--- src/hw/rtl/dual_wavetable_interp_oscillator_defines.svh ---
// ----------------------------------------------------------------------------
// Dual wavetable oscillator assertion macros
// Shared assertion helpers, clocked on clk and disabled in reset.
// ----------------------------------------------------------------------------
`ifndef DUAL_WAVETABLE_INTERP_OSCILLATOR_DEFINES_SVH
`define DUAL_WAVETABLE_INTERP_OSCILLATOR_DEFINES_SVH

// Same-cycle implication
`define DWIO_ASSERT_IMPL(label, ante, cons, msg) \
	label: assert property (@(posedge clk) disable iff (!arst_n) (ante) |-> (cons)) \
		else $error(msg);

// Next-cycle implication
`define DWIO_ASSERT_NEXT(label, ante, cons, msg) \
	label: assert property (@(posedge clk) disable iff (!arst_n) (ante) |=> (cons)) \
		else $error(msg);

`endif

--- src/hw/rtl/dwio_pkg.sv ---
// ----------------------------------------------------------------------------
// dwio_pkg
// Constants, codes and shared types of the dual wavetable oscillator.
// ----------------------------------------------------------------------------
package dwio_pkg;

	// Table geometry (power of two: index and phase wrap by truncation)
	localparam int TABLE_SIZE = 1024;
	localparam int IDX_W      = $clog2(TABLE_SIZE);
	localparam int FRAC_W     = 16;
	localparam int PH_W       = IDX_W + FRAC_W;

	// Field widths
	localparam int KIND_W  = 2;
	localparam int RATE_W  = 24;
	localparam int MIX_W   = 24;
	localparam int ENTRY_W = 16;
	localparam int GAIN_W  = 16;

	// Arithmetic widths
	localparam int INTERP_W = 32;                  // a*(1-f)+b*f always fits
	localparam int PROD_W   = INTERP_W + GAIN_W + 1;
	localparam int RND_SH   = 31;
	localparam int SCALED_W = PROD_W - RND_SH;

	// APB
	localparam int APB_DW = 32;
	localparam int ADDR_W = 3;

	localparam logic [ADDR_W-3:0] REG_OUTPUT_GAIN = '0;
	localparam logic [GAIN_W-1:0] GAIN_RESET      = 16'h8000;

	// Item kinds
	localparam logic [KIND_W-1:0] KIND_SAMPLE   = 2'd0;
	localparam logic [KIND_W-1:0] KIND_WR_MAIN  = 2'd1;
	localparam logic [KIND_W-1:0] KIND_WR_PERC  = 2'd2;

	// Controller to datapath commands
	typedef struct packed {
		logic cfg_wr;      // write output_gain
		logic smp_start;   // sample request accepted: read entry a, step phase
		logic wr_main;     // main table write
		logic wr_perc;     // percussive table write
		logic rd_next;     // read entry b
		logic interp;      // interpolate
		logic scale;       // apply gain
		logic load_out;    // round, mix, saturate into output register
	} dwio_cmd_t;

endpackage

--- src/hw/rtl/dwio_ctrl.sv ---
// ----------------------------------------------------------------------------
// dwio_ctrl
// Sequencer for one request at a time, output valid flag and APB decode.
// ----------------------------------------------------------------------------
module dwio_ctrl (
	input  logic                             clk,
	input  logic                             arst_n,
	input  logic                             in_valid,
	output logic                             in_stall,
	input  logic [dwio_pkg::KIND_W-1:0]      kind,
	output logic                             out_valid,
	input  logic                             out_stall,
	input  logic                             psel,
	input  logic                             penable,
	input  logic                             pwrite,
	input  logic [dwio_pkg::ADDR_W-1:0]      paddr,
	output dwio_pkg::dwio_cmd_t              cmd
);

	localparam logic [2:0] ST_IDLE   = 3'd0;
	localparam logic [2:0] ST_RDB    = 3'd1;
	localparam logic [2:0] ST_INTERP = 3'd2;
	localparam logic [2:0] ST_SCALE  = 3'd3;
	localparam logic [2:0] ST_OUT    = 3'd4;

	logic [2:0] state_q;
	logic [2:0] state_d;
	logic       out_valid_q;
	logic       accept;
	logic       load;

	assign in_stall = (state_q != ST_IDLE);
	assign accept   = in_valid && !in_stall;
	assign load     = (state_q == ST_OUT) && (!out_valid_q || !out_stall);

	// Next state
	always_comb begin
		state_d = state_q;
		unique case (state_q)
			ST_IDLE: begin
				if (accept && kind == dwio_pkg::KIND_SAMPLE) state_d = ST_RDB;
			end
			ST_RDB:    state_d = ST_INTERP;
			ST_INTERP: state_d = ST_SCALE;
			ST_SCALE:  state_d = ST_OUT;
			ST_OUT: begin
				if (load) state_d = ST_IDLE;
			end
			default:   state_d = ST_IDLE;
		endcase
	end

	always_ff @(posedge clk or negedge arst_n) begin
		if (!arst_n) begin
			state_q     <= ST_IDLE;
			out_valid_q <= 1'b0;
		end else begin
			state_q <= state_d;
			if (load) begin
				out_valid_q <= 1'b1;
			end else if (!out_stall) begin
				out_valid_q <= 1'b0;
			end
		end
	end

	assign out_valid = out_valid_q;

	// Commands
	always_comb begin
		cmd.cfg_wr    = psel && penable && pwrite &&
		                (paddr[dwio_pkg::ADDR_W-1:2] == dwio_pkg::REG_OUTPUT_GAIN);
		cmd.smp_start = accept && (kind == dwio_pkg::KIND_SAMPLE);
		cmd.wr_main   = accept && (kind == dwio_pkg::KIND_WR_MAIN);
		cmd.wr_perc   = accept && (kind == dwio_pkg::KIND_WR_PERC);
		cmd.rd_next   = (state_q == ST_RDB);
		cmd.interp    = (state_q == ST_INTERP);
		cmd.scale     = (state_q == ST_SCALE);
		cmd.load_out  = load;
	end

endmodule

--- config.mk ---
export PLATFORM = sky130hd
export DESIGN_NAME = dwio_ctrl
export DESIGN_NICKNAME = d
export VERILOG_FILES = /design/src/hw/rtl/dual_wavetable_interp_oscillator_defines.svh /design/src/hw/rtl/dwio_pkg.sv /design/src/hw/rtl/dwio_ctrl.sv
export SDC_FILE = /design/constraint.sdc
export NUM_CORES = 1
export LEC_CHECK = 0
export BUFFER_PORTS_ARGS = -buffer_cell sky130_fd_sc_hd__buf_4
export CAP_MARGIN = 20
export CORE_AREA = 2 2 39 41
export CTS_BUF_LIST = sky130_fd_sc_hd__clkbuf_8 sky130_fd_sc_hd__clkbuf_16
export DETAILED_ROUTE_END_ITERATION = 8
export DIE_AREA = 0 0 41 43
export PLACE_DENSITY = 0.46
export SYNTH_ARGS = -nofsm -noshare
export SYNTH_HDL_FRONTEND = slang
export SYNTH_SLANG_ARGS = --single-unit
--- constraint.sdc ---
create_clock -name clk -period 4.2 [get_ports clk]
set_clock_uncertainty 0.15 [all_clocks]
set_input_delay 0.63 -clock clk [delete_from_list [all_inputs] [get_ports clk]]
set_output_delay 0.63 -clock clk [all_outputs]
set_load 0.02 [all_outputs]
==> results.toml, run 1 <==
[logic_synthesis]
ys_seq_area_share_pct = 39.4
synthAdderAreaFrac_pct = 0
synth.area.top_cells = "dfrtp_1 (39%), nor3b_2 (9.9%), nor3b_1 (8.9%)"
yosys.area_share.simple_pct = 46.3
synth_area_per_cell_um2 = 10.6
synth_top_family_by_area = "simple AND/OR/NAND/NOR gates"
synth_fp_nets = 36
yosysTopAreaCellShare_pct = 39.4
synth_xor_area_share_pct = 3.45
synth_cell_types = 16
synth_top_area_cell = "dfrtp_1"
synth_cells = 24
synthMuxAreaShare_pct = 0
synth_warnings = 0
netlist_area_um2 = 254
ys_ff_latch = 4
synth_compound_area_share_pct = 7.88

[sta]
drv_slew = 0
fin_crit_ps = 2400
worstMarginPinSlew_ps = 241
timing.fmax_ghz = 0.417
slew_headroom_pct = 84.0
period_share_pct = 57.0
rsz0062_at_grt = "false"
tns_ps = 0
finalHoldViolCount = 0
setup_violations = 0

[clock_tree]
clk_pin_slew_ps = 30
post_cts_buffers = 0
cts_max_path_buffers = 2
cts_resized = 0
cts_tree = "done"
h-tree-depth = 1
clock-root-buffer = "clkbuf_8"
numCtsBuffers = 3
insertion_delay_ps = 220
hold_buffers = 0
cts_sinks = 4

[drt]
drc = 0
drtPass1Iterations = 2
via_per_inst = 4.13
wl_per_cell_um = 10.4
num_vias = 252
drtIter0Drc = 8
totalWireLength_um = 637
drtAntennaViolNets = 0

[worst_setup_path]
crit_path_top_delay_cell = "or4b_4"
worst-r2r-cell-count = 2
crit_buf_inv = 1
cp-start-kind = "flip-flop"
crit_cells = 3
critical_path_class = "reg2out"
cp.required_ps = 3420
worstPathArrival_ps = 1620
critPathTopFamily = "simple AND/OR/NAND/NOR gates"
worst_setup_path_end_kind = "primary output"
cpPeakStageDelay_ps = 590
cp_cell_sequence = "or4b_4, nor3b_2, buf_4"
worstPathMaxFanout = 8

[global_route]
grt_pass1_vias = 226
track_usage_pct = 8.46
antenna_found_initial = 0
grt_pass1_wl_um = 938
grt_overflow = 0
grt_max_degree = 9

[hold_path]
hold_class = "in2async"

[layout]
fillers = 145
stdcell_count = 61
drive_gt1_share_pct = 60.0
nets = 59
layout_common_cells = "buf_4 (19), dfrtp_1 (4), nor3b_1 (3), clkbuf_8 (3)"
n_antenna_cell = 0
area_growth_pct = 77.3
mostFrequentLayoutCell = "buf_4"
multi_input_area_um2 = 146
register_area_um2 = 100

[floorplan]
die_x_um = 41
core_area_um2 = 1380
ios = 22
die-area_um2 = 1760
die_height_um = 43
fp-row-count = 14
initial_core_util_pct = 18.4

[place]
gp_congestion = 0.635
io_buffers = 19
dp_hpwl_um = 491
dp_cells = 58

[power_and_ir_drop]
peakVddDrop_v = 0.000347
p_leak_uw = 0.000221
powerDensity_nw_per_um2 = 688

[run]
maxCapViolations = 0

[status]
status = "finished, final reports clean"
[power by group]
group	internal, µW	total, µW	switching (µW)
clock	61.0	80.3	19.3
sequential	55.6	83.5	28.0
combinational	75.8	146	70.4
total	192	310	118
[cells by family (layout without fill, tap and decap cells)]
logic type,after synthesis,in the layout
and+or+nand+nor,15,15
buffers and inverters,1,22
xor gates and xnor gates,1,1
DFF,4,4
AOI/OAI and AO/OA,3,3
[synth_stat cells]
cell / instances
dfrtp_1: 4
nor3b_1: 3
nand2_1: 2
nor2_1: 2
nor3b_2: 2
a21oi_1: 1
and3b_2: 1
and4b_1: 1
buf_4: 1
nor3_1: 1
o21a_1: 1
o21bai_1: 1
or3_2: 1
or3b_1: 1
or4b_4: 1
xnor2_1: 1
[registers in the layout (all words and copies together), names as in the netlist]
name and flops:
state_q 3, out_valid 1
[worst paths after layout]
check | start | to | slack (ps)
hold reg to reg | out_valid | out_valid | 360
setup reg to reg | state_q[1] | state_q[2] | 2950
min in group clk | out_valid | out_valid | 360
hold / removal | arst_n | state_q[2] | 50
setup / recovery | state_q[2] | cmd[5] | 1800
max in group asynchronous | arst_n | state_q[1] | 3750
[metal layers]
| metal | wire [µm] | up-vias | part of all wire [%] | GRT usage, % |
|---|---|---|---|---|
| met1 | 283 | 103 | 44 | 9.74 |
| met5 | 0 | - | 0 | 0 |
| met2 | 257 | 17 | 40 | 10.3 |
| li1 | - | 130 | - | - |
| met4 | 16 | 0 | 2.5 | 8.00 |
| met3 | 80 | 2 | 13 | 4.71 |
[cell type report]
cell class / instances / area share, %
multi-input cells: 19 / 32.5
repair buffers: 19 / 31.7
flip-flops and latches: 4 / 22.2
clock buffers: 3 / 9.17
well taps: 16 / 4.44
[metrics by stage]
stage	util, %	worst slack, ps	hold WS, ps	area, µm²	power [µW]
2_1_floorplan	-	1850	184	254	171
3_3_place_gp	29.6	1890	277	409	228
3_5_place_dp	29.6	1870	279	409	230
4_1_cts	32.5	1790	47.8	450	315
5_1_grt	32.5	1760	52.4	450	327
6_report	32.5	1800	52.6	450	310
Note: power is estimated with default switching activity, not from simulation.
==> inputs of run 2 (changes only) <==
- clock period: 4.2 -> 2.3 ns (I/O delays scaled with it)
==> results.toml, run 2 (same netlist as run 1, synthesis figures left out) <==
[drt]
drtAntennaViolNets = 0
drtPass1Iterations = 2
via_per_inst = 4.13
totalWireLength_um = 644
drtIter0Drc = 8
wl_per_cell_um = 10.4
drc = 0
num_vias = 256

[clock_tree]
clk_pin_slew_ps = 30
insertion_delay_ps = 220
cts_max_path_buffers = 2
cts_sinks = 4
post_cts_buffers = 0
cts_resized = 0
h-tree-depth = 1
numCtsBuffers = 3
clock-root-buffer = "clkbuf_8"
cts_tree = "done"

[floorplan]
fp-row-count = 14
die-area_um2 = 1760
ios = 22
die_x_um = 41
initial_core_util_pct = 18.4
core_area_um2 = 1380
die_height_um = 43

[global_route]
grt_pass1_wl_um = 966
track_usage_pct = 8.66
grt_pass1_vias = 238
antenna_found_initial = 0
grt_max_degree = 9
grt_overflow = 0

[place]
gp_congestion = 0.635
io_buffers = 19
dp_hpwl_um = 491

[layout]
nets = 60
largest_register_ffs = 3
final_util_pct = 33.3
top_register = "state_q"
mostFrequentLayoutCell = "buf_4"
area_growth_pct = 81.3
drive_gt1_share_pct = 58.7
fillers = 144
n_antenna_cell = 0
layout_common_cells = "buf_4 (19), dfrtp_1 (4), nor3b_1 (3), clkbuf_8 (3)"

[sta]
drv_slew = 0
slew_headroom_pct = 84.0
fin_crit_ps = 2110
finalHoldViolCount = 0
worstMarginPinSlew_ps = 241
setup_violations = 0
period_share_pct = 91.8
rsz0062_at_grt = "false"
tns_ps = 0
timing.fmax_ghz = 0.474

[run]
maxCapViolations = 0

[worst_setup_path]
crit_path_top_delay_cell = "or4b_4"
cp_cell_sequence = "or4b_4, nor3b_2, buf_4"
crit_end = "cmd[5]"
worst-r2r-cell-count = 2
timing.reg2reg.setup_slack_ps = 1050
worstPathMaxFanout = 8
cp.required_ps = 1800
startpoint = "state_q[2]"
r2r_end = "state_q[2]"
critical_path_class = "reg2out"
worstPathArrival_ps = 1620
worstReg2RegStart = "state_q[1]"
cpPeakStageDelay_ps = 590
worst_setup_path_end_kind = "primary output"
cp-start-kind = "flip-flop"

[hold_path]
hold_class = "in2reg"
hold_depth = 3

[status]
status = "finished, final reports clean"

[power_and_ir_drop]
powerDensity_nw_per_um2 = 1230
p_leak_uw = 0.000225
peakVddDrop_v = 0.000635
run 2: worst min path at each step:
| stage | from | to | slack, ps |
|---|---|---|---|
| 6_report | out_stall | out_valid | 210 |
| 5_1_grt | out_stall | out_valid | 240 |
| 4_1_cts | out_stall | out_valid | 210 |
| 3_5_place_dp | arst_n | state_q[2] | -6 |
| 3_3_place_gp | arst_n | out_valid | -8 |
| 2_1_floorplan | arst_n | out_valid | -100 |
run 2: cell type report:
cell class	instances	area, µm²	area share (%)
flip-flops and latches	4	100	21.7
multi-input cells	19	146	31.8
repair buffers	20	153	33.2
clock buffers	3	41.3	8.97
well taps	16	20.0	4.35
run 2: metal layers:
metal,global-route usage [%],part of all wire (%)
met2,10.9,41
met3,4.71,12
met5,0,0
met4,8.00,2.5
met1,9.74,44
run 2: power breakdown:
group	switching (µW)	total (µW)	internal, µW
Clock	35.2	147	111
Sequential	51.1	153	101
Combinational	129	268	139
run 2: timing repair:
item	CTS	global route
hold endpoints to repair	4	0
hold buffers	1	0
setup endpoints to repair	0	0
run 2: worst max-delay path: cells and delay by family, from the launching register on:
kind / cells / cell delay [ps]
simple gates: 2 / 790
buf+inv: 1 / 160
flops: 1 / 440
run 2: stage by stage:
step	instances	total power, µW	hold slack, ps	worst slack, ps	area, µm²
4_1_cts	62	576	206	179	460
3_5_place_dp	58	420	-5.85	430	409
3_3_place_gp	58	416	-8.10	447	409
5_1_grt	62	598	239	149	460
2_1_floorplan	24	312	-101	354	254
6_report	62	567	208	190	460
